**src/hw/rtl/isl_pkg.sv**
```systemverilog
`timescale 1ns / 1ps

package isl_pkg;

  localparam int CMD_W      = 3;
  localparam int POS_W      = 5;
  localparam int IN_DATA_W  = 32;
  localparam int OUT_DATA_W = 32;
  localparam int COUNT_W    = 5;
  localparam int STATUS_W   = 2;

  localparam logic [CMD_W-1:0] CMD_PUSH_BACK  = 3'd0;
  localparam logic [CMD_W-1:0] CMD_PUSH_FRONT = 3'd1;
  localparam logic [CMD_W-1:0] CMD_POP_BACK   = 3'd2;
  localparam logic [CMD_W-1:0] CMD_POP_FRONT  = 3'd3;
  localparam logic [CMD_W-1:0] CMD_INSERT     = 3'd4;
  localparam logic [CMD_W-1:0] CMD_REMOVE     = 3'd5;
  localparam logic [CMD_W-1:0] CMD_READ       = 3'd6;

  localparam logic [STATUS_W-1:0] ST_DONE    = 2'd0;
  localparam logic [STATUS_W-1:0] ST_IGNORED = 2'd1;
  localparam logic [STATUS_W-1:0] ST_FULL    = 2'd2;

  // Controller to datapath commands.
  typedef struct packed {
    logic load;
    logic exec;
  } ctrl_t;

endpackage

```
**src/hw/rtl/isl_ctrl.sv**
```systemverilog
`timescale 1ns / 1ps

module isl_ctrl (
  input  logic          clk,
  input  logic          rst,
  input  logic          start,
  output logic          busy,
  output logic          done,
  output isl_pkg::ctrl_t ctrl
);
  import isl_pkg::*;

  localparam logic S_IDLE = 1'b0;
  localparam logic S_EXEC = 1'b1;

  logic state;
  logic state_next;
  logic done_next;

  always_comb begin
    state_next = state;
    done_next  = 1'b0;
    ctrl.load  = 1'b0;
    ctrl.exec  = 1'b0;
    unique case (state)
      S_IDLE: begin
        if (start) begin
          ctrl.load  = 1'b1;
          state_next = S_EXEC;
        end
      end
      S_EXEC: begin
        ctrl.exec  = 1'b1;
        done_next  = 1'b1;
        state_next = S_IDLE;
      end
      default: begin
        state_next = S_IDLE;
      end
    endcase
  end

  always_ff @(posedge clk) begin
    if (rst) begin
      state <= S_IDLE;
      done  <= 1'b0;
    end else begin
      state <= state_next;
      done  <= done_next;
    end
  end

  assign busy = (state == S_EXEC);

endmodule

```
**src/hw/rtl/isl_datapath.sv**
```systemverilog
`timescale 1ns / 1ps

module isl_datapath #(
  parameter int CAPACITY   = 16,
  parameter int DATA_WIDTH = 32
) (
  input  logic                            clk,
  input  logic                            rst,
  input  isl_pkg::ctrl_t                  ctrl,
  input  logic [isl_pkg::CMD_W-1:0]       cmd,
  input  logic [isl_pkg::POS_W-1:0]       position,
  input  logic [isl_pkg::IN_DATA_W-1:0]   data_in,
  output logic [isl_pkg::OUT_DATA_W-1:0]  read_data,
  output logic [isl_pkg::COUNT_W-1:0]     element_count,
  output logic [isl_pkg::STATUS_W-1:0]    status
);
  import isl_pkg::*;

  localparam int IW    = $clog2(CAPACITY);
  localparam int CW    = $clog2(CAPACITY + 1);
  localparam int CMP_W = (CW > POS_W) ? CW : POS_W;

  // Row of cells, entry 0 is the front.
  logic [DATA_WIDTH-1:0] cells [CAPACITY];
  logic [CW-1:0]         count;

  // Latched transaction.
  logic [CMD_W-1:0]      cmd_q;
  logic [POS_W-1:0]      pos_q;
  logic [DATA_WIDTH-1:0] word_q;

  logic [CMP_W-1:0]      cnt_ext;
  logic [CMP_W-1:0]      pos_ext;
  logic [CMP_W-1:0]      eff_pos;
  logic                  is_put;
  logic                  is_take;
  logic                  do_put;
  logic                  do_take;
  logic [DATA_WIDTH-1:0] rd_word;
  logic [STATUS_W-1:0]   st;
  logic [CW-1:0]         count_next;
  logic [63:0]           rd_wide;

  assign cnt_ext = CMP_W'(count);
  assign pos_ext = CMP_W'(pos_q);

  always_comb begin
    eff_pos = '0;
    is_put  = 1'b0;
    is_take = 1'b0;
    do_put  = 1'b0;
    do_take = 1'b0;
    rd_word = '0;
    st      = ST_IGNORED;
    unique case (cmd_q)
      CMD_PUSH_BACK: begin
        is_put  = 1'b1;
        eff_pos = cnt_ext;
      end
      CMD_PUSH_FRONT: begin
        is_put  = 1'b1;
      end
      CMD_POP_BACK: begin
        // Wraps to all ones on an empty list, which lands out of range.
        is_take = 1'b1;
        eff_pos = cnt_ext - CMP_W'(1);
      end
      CMD_POP_FRONT: begin
        is_take = 1'b1;
      end
      CMD_INSERT: begin
        is_put  = 1'b1;
        eff_pos = pos_ext;
      end
      CMD_REMOVE: begin
        is_take = 1'b1;
        eff_pos = pos_ext;
      end
      CMD_READ: begin
        if (pos_ext < cnt_ext) begin
          rd_word = cells[pos_ext[IW-1:0]];
          st      = ST_DONE;
        end else if (count != '0) begin
          rd_word = cells[0];
        end
      end
      default: begin
        st = ST_IGNORED;
      end
    endcase

    if (is_put) begin
      if (eff_pos > cnt_ext) begin
        st = ST_IGNORED;
      end else if (cnt_ext >= CMP_W'(CAPACITY)) begin
        st = ST_FULL;
      end else begin
        st     = ST_DONE;
        do_put = 1'b1;
      end
    end
    if (is_take) begin
      if (eff_pos >= cnt_ext) begin
        st = ST_IGNORED;
      end else begin
        st      = ST_DONE;
        do_take = 1'b1;
      end
    end
  end

  always_comb begin
    count_next = count;
    if (do_put) begin
      count_next = count + CW'(1);
    end else if (do_take) begin
      count_next = count - CW'(1);
    end
  end

  assign rd_wide = 64'(rd_word);

  always_ff @(posedge clk) begin
    if (ctrl.load) begin
      cmd_q  <= cmd;
      pos_q  <= position;
      word_q <= DATA_WIDTH'(64'(data_in));
    end
  end

  // Shift the whole row in one step.
  always_ff @(posedge clk) begin
    if (ctrl.exec) begin
      for (int i = 0; i < CAPACITY; i++) begin
        if (do_put) begin
          if (CMP_W'(i) == eff_pos) begin
            cells[i] <= word_q;
          end else if (CMP_W'(i) > eff_pos) begin
            cells[i] <= cells[(i == 0) ? 0 : i - 1];
          end
        end else if (do_take) begin
          if (CMP_W'(i) >= eff_pos && i < CAPACITY - 1) begin
            cells[i] <= cells[(i == CAPACITY - 1) ? i : i + 1];
          end
        end
      end
    end
  end

  always_ff @(posedge clk) begin
    if (rst) begin
      count <= '0;
    end else if (ctrl.exec) begin
      count <= count_next;
    end
  end

  always_ff @(posedge clk) begin
    if (ctrl.exec) begin
      read_data     <= rd_wide[OUT_DATA_W-1:0];
      element_count <= COUNT_W'(CMP_W'(count_next));
      status        <= st;
    end
  end

endmodule

```
**src/hw/rtl/indexed_sequence_list_core.sv**
```systemverilog
`timescale 1ns / 1ps
// The accepting edge latches the transaction; the execute state then registers the result.
// A new transaction is accepted only while busy is low; busy is high for the execute cycle.
// The whole row of cells shifts in the execute cycle, so every command costs the same.
// The result shows for one cycle with done high; the receiver cannot stall.
// Reset (rst, synchronous): the list is empty and the controller idles.
module indexed_sequence_list_core #(
  parameter int CAPACITY   = 16,
  parameter int DATA_WIDTH = 32
) (
  input  logic                            clk,
  input  logic                            rst,
  input  logic                            start,
  output logic                            busy,
  input  logic [isl_pkg::CMD_W-1:0]       cmd,
  input  logic [isl_pkg::POS_W-1:0]       position,
  input  logic [isl_pkg::IN_DATA_W-1:0]   data_in,
  output logic                            done,
  output logic [isl_pkg::OUT_DATA_W-1:0]  read_data,
  output logic [isl_pkg::COUNT_W-1:0]     element_count,
  output logic [isl_pkg::STATUS_W-1:0]    status
);
  import isl_pkg::*;

  ctrl_t ctrl;

  isl_ctrl u_ctrl (
    .clk   (clk),
    .rst   (rst),
    .start (start),
    .busy  (busy),
    .done  (done),
    .ctrl  (ctrl)
  );

  isl_datapath #(
    .CAPACITY   (CAPACITY),
    .DATA_WIDTH (DATA_WIDTH)
  ) u_datapath (
    .clk           (clk),
    .rst           (rst),
    .ctrl          (ctrl),
    .cmd           (cmd),
    .position      (position),
    .data_in       (data_in),
    .read_data     (read_data),
    .element_count (element_count),
    .status        (status)
  );

endmodule

```
**config.mk**
```make
export PLATFORM = sky130hd
export DESIGN_NAME = indexed_sequence_list_core
export DESIGN_NICKNAME = d
export VERILOG_FILES = /design/src/hw/rtl/isl_pkg.sv /design/src/hw/rtl/isl_ctrl.sv /design/src/hw/rtl/isl_datapath.sv /design/src/hw/rtl/indexed_sequence_list_core.sv
export SDC_FILE = /design/constraint.sdc
export NUM_CORES = 1
export LEC_CHECK = 0
export BUFFER_PORTS_ARGS = -buffer_cell sky130_fd_sc_hd__buf_2
export CAP_MARGIN = 5
export CORE_MARGIN = 2
export CORE_UTILIZATION = 55
export CTS_CLUSTER_SIZE = 24
export DETAILED_ROUTE_END_ITERATION = 10
export PLACE_DENSITY = 0.68
export SYNTH_ARGS = -nofsm -noshare
export SYNTH_HDL_FRONTEND = slang
export SYNTH_SLANG_ARGS = --single-unit
export TNS_END_PERCENT = 20
```
**constraint.sdc**
```tcl
create_clock -name clk -period 11.6 [get_ports clk]
set_input_delay 0.58 -clock clk [delete_from_list [all_inputs] [get_ports clk]]
set_output_delay 0.58 -clock clk [all_outputs]
set_load 0.02 [all_outputs]
```
* Word-level counts from Yosys, hierarchy flattened
Memories as Yosys holds them, arrays and structs flattened. A register that Yosys moved wholly into a read port is not among the register bits.
Index checks and enable logic that the tools add are counted.
** Word-level totals
- Flip-flop bits (word level) :: 86
- Bits of input ports :: 43
- Logic and storage cells :: 380
- Bits in writable memories :: 512
- Output and inout bits :: 41
- Memories :: 1
** Cells by class
- Add/subtract/negate cells :: 2
- Bitwise gates (word level) :: 32
- Equality and inequality tests :: 21
- Muxes and demuxes :: 274
- Reduce and logical (&&, ||, !) cells :: 6
- Magnitude comparators :: 35
** Memories
- u_datapath.cells :: words 16, bits a word 32, rd ports 17, clocked after memory_dff 1, wr ports 16, line isl_datapath.sv:24 : logic [DATA_WIDTH-1:0] cells [CAPACITY];
** Operator list (number)
- $mux W32 :: 33
- $mux W1 :: 231
- $eq A4 B5 Y1 const A :: 8
- $gt A4 B5 Y1 const A :: 8
- $ge A4 B5 Y1 const A :: 7
- $or A1 B1 Y1 :: 31
- $eq A3 B5 Y1 const A :: 4
- $ge A3 B5 Y1 const A :: 4
- $gt A3 B5 Y1 const A :: 4
- $pmux W5 S3 :: 1
- $eq A2 B5 Y1 const A :: 2
- $ge A1 B5 Y1 const A :: 2
- $ge A2 B5 Y1 const A :: 2
- $gt A1 B5 Y1 const A :: 2
- $gt A2 B5 Y1 const A :: 2
- $mux W2 :: 5
- $mux W5 :: 2
- $eq A3 B3 Y1 const B :: 3
- $eq A3 B2 Y1 const B :: 2
- $reduce_or A3 Y1 :: 2
- $add A5 B1 Y5 const B :: 1
- $eq A1 B5 Y1 const A :: 1
- $ge A5 B5 Y1 :: 1
- $ge A5 B5 Y1 const B :: 1
- other kinds (11) :: 11

* Logic depth before layout (Yosys ltp)
- Depth after elaboration :: 11
- Gate-level depth with buffers :: 19
- Depth with buffers taken out :: 14

* Modules after synthesis
A second synthesis with hierarchy kept.
** Unflattened totals
- Cells, all modules :: 2947
- Area, all modules :: 33746.1 µm²
** Modules (own cells, without submodules)
- isl_datapath :: cells an instance 2940, seq. area each 17927.2 µm², times used 1, area each 33663.5 µm²
- isl_ctrl :: cells an instance 7, seq. area each 40.0 µm², times used 1, area each 82.6 µm²

* Worst setup path after synthesis
Ideal clock, no wire load.
- Path type :: reg-to-reg
- From :: reg u_datapath.count[0] (netlist: u_datapath.cnt_ext[0])
- To :: mem u_datapath.cells[12][0] (enable)
- Setup slack :: 6139 ps
- Setup time :: 432 ps
- Period minus slack after synthesis :: 5461 ps
- Arrival :: 5029 ps
- Cell stages (with the launch flop) :: 15
- Buffers on the path :: 1
- Cell sequence :: dfxtp_1 -> buf_4 -> inv_1 -> ha_1 -> and4bb_2 -> xnor2_1 -> a22oi_1 -> inv_1 -> ha_1 -> a21oi_1 -> o221ai_1 -> a211oi_1 -> o21ai_1 -> or2_2 -> a21oi_1
** RTL lines
- from (decl) :: line isl_datapath.sv:25 : logic [CW-1:0] count;
- from (signal assigned) :: line isl_datapath.sv:154 : count <= count_next;
- to (decl) :: line isl_datapath.sv:24

==> out/metrics.csv <==
metric,value,unit
worst hold path type,in2reg,
Post-DRT Antenna Nets,0,
io pins,84,
Seq. cell area,0.0180,mm2
Antenna Cells,0,
synthesized flop and latch total,602,
adder-cell area share of the yosys netlist,0.453,%
crit share post-route,57.9,%
YS warnings,0,
reg-to-reg setup timing slack,4.89,ns
Synth Area in XOR/XNOR,0.264,%
clk buf depth,3,
largest net degree at the start of global routing,103,
Pleak,0.0125,uW
Worst Path Required,11.81,ns
Resized Gates After CTS,0,
Synth top area share,53.5,%
mean post-synth cell area,11.1,um2
Mapped Cells,2980,
CP Max Fanout,67,
Initial Util,55.2,%
simple-gate area share of the yosys netlist,13.5,%
largest family of logic cells by synthesized area,multiplexers,
Critical Path Source Type,flop,
maxcap violations,0,
synthesized area,0.0332,mm2
Tightest Pin Transition,1.30,ns
Clock Pin Slew Worst Setup and Hold Paths,0.06,ns
die area,0.0623,mm2
Clock Latency Late Sink,0.62,ns
final net count,2981,
vias in the first global route,23172,
htree depth,3,
Detailed Route WL,96.4,mm
critical setup path kind,reg2reg,
initial antenna violation count,2,
DRC,0,
fillers,4779,
number of buffers added for setup after CTS,0,
"Hold Violations, Final",0,
Worst EP arrival,6.93,ns
syn_nets,3035,
# hold bufs at CTS,0,
Sink Count,602,
fin util,60.3,%
post-synthesis sequential area ratio,54.2,%
Synth area leaders,"edfxtp_1 54%, mux4_2 11%, nand2_1 8.5%, mux2i_1 4.9%, a31oi_1 4.8%",
Max Fclk,149,MHz
root buf cell,clkbuf_16,
routability cong.,0.905,
Slew HR,12.9,%
vias per cell,6.62,
wire length of the first global-routing pass,146,mm
Multi-input gate area,0.0142,mm2
die height,250,um
Max Slew Vio Count,0,
gr ovfl total,0,
mux share of post-synthesis cell area,18.1,%
Core Rows,90,
"area leader, netlist",edfxtp_1,
Post-synth EDFFs,591,
First-pass DRT Iterations,7,
"FFs w/ async S/R, synth",0,%
CTS tree,done,
Synth Flop Type,edfxtp_1,
RSZ-0062 raised after global routing,false,
gr usage total,30.6,%
min Tclk post-route,6.71,ns
1st-iter DRT viols,3926,
core area,0.0600,mm2
IO buf count,83,
Area Growth Syn to Fin,9.07,%
HPWL after detailed placement,64.3,mm
Routed WL per cell,25.7,um
# setup viols final,0,
Vias,24867,
status,"complete, no violations",
Yosys cell types,60,
maximum VDD drop,127,uV
Die Width,250,um
fraction of layout cells with a size suffix above 1,17.2,%
cts bufs inserted,69,
Final Skew,0.0259,ns
Setup crit end kind,flop,
Compound-Gate Fraction of Synth Area,9.97,%
setup_tns,0,ns
pwr/cell area,149,mW/mm2
-- cells in the final DEF (no fill, tap or decap), drive strengths merged, types with 2 or more instances in the layout --
cell type    n
nor2b        4
nand4        3
mux2        68
o31ai        2
edfxtp     591
a211o        2
inv         18
or2         10
mux4       160
a21oi       89
nand2b       4
a31oi      258
and3         2
buf        133
nand3b       2
nor2       323
a211oi       5
o221ai       2
clkbuf      99
a21o         3
a311oi       2
a21bo        2
nor3         5
mux2i      162
a21boi       2
clkinv      14
dfxtp       11
nand3       36
o21ai      137
a22oi       35
xnor2        9
nand2      754
bufinv       2
ha          12
-- worst max-delay path, stage by stage (launching register included) --
cell      delay (ns)
dfxtp_1         0.56
inv_1           0.20
ha_1            0.30
nand3b_1        0.13
a21oi_1         0.08
a21oi_1         0.77
inv_1           0.32
ha_1            0.39
a21oi_1         0.22
o221ai_1        0.16
a21oi_1         0.81
nand4_1         0.21
buf_4           0.37
or2_2           0.36
buf_4           0.33
a21oi_4         1.04
-- power by group --
part	switching, uW	total, uW	internal [uW]
combinational	407	688	282
clock	888	2080	1190
sequential	118	2630	2510
total	1410	5400	3990
-- kinds of logic (layout without fill, tap and decap cells) --
kind of cell | Yosys count | count (layout)
AOI/OAI and AO/OA | 547 | 547
xor gates and xnor gates | 10 | 10
adders and majority gates | 12 | 12
buffers and inverters | 273 | 266
DFF | 602 | 602
muxes | 390 | 390
and+or+nand+nor | 1146 | 1146
-- per-layer routing --
layer / share of wire, % / routed length, um / GRT usage, % / up-vias
met4: 1.0 / 990 / 6.06 / 4
li1: - / - / - / 10923
met5: 0.084 / 81 / 0.849 / -
met3: 16 / 15200 / 12.5 / 93
met1: 42 / 40700 / 46.7 / 12191
met2: 41 / 39400 / 41.1 / 1656
-- final timing paths --
kind                      startpoint                       to  cells after the start
min                      data_in[11]    u_datapath.word_q[11]                      1
max reg2reg    u_datapath.cnt_ext[0]  u_datapath.cells[0][19]                     15
min reg2reg  u_datapath.cells[9][29]  u_datapath.cells[8][29]                      2
max            u_datapath.cnt_ext[0]  u_datapath.cells[0][19]                     15
-- cell usage after synthesis, types with 9 or more instances --
cell type and number:
a21oi_1 84, nand2_1 753, inv_1 15, o21ai_1 44
edfxtp_1 591, a31oi_1 257, o21ai_0 92, clkbuf_1 128
mux4_2 160, xnor2_1 9, dfxtp_1 11, buf_1 42
ha_1 12, mux2i_1 161, nand3_1 35, mux2_2 68
a22oi_1 35, buf_2 78, nor2_1 322
-- final cells by class --
class / instances / share of cell area [%]
sequential: 602 / 49.7
multi-input combinational: 2105 / 39.3
clock buffer: 99 / 5.32
tap: 782 / 2.71
timing repair buffer: 133 / 2.35
clock inverter: 19 / 0.432
inverter: 15 / 0.156
-- registers in the layout, summed over array words and instances (netlist names), named ones only --
signal	cells
u_ctrl.done	1
u_datapath.cells	512
u_datapath.pos_ext	5
u_datapath.cnt_ext	5
u_datapath.status	2
u_datapath.word_q	32
u_ctrl.busy	1
u_datapath.element_count	5
u_datapath.cmd_q	3
u_datapath.read_data	32
-- stage by stage --
step	std cells	hold WS (ns)	worst slack [ns]	cell area [um2]	power (uW)
2_1_floorplan	2980	0.511	6.14	33200	3100
3_3_place_gp	3634	0.546	5.24	34000	3320
3_5_place_dp	3634	0.557	4.98	34000	3340
4_1_cts	3752	0.116	4.90	36100	5410
5_1_grt	3755	0.123	4.41	36200	5560
6_report	3755	0.136	4.89	36200	5400
(Power assumes the default switching activity.)
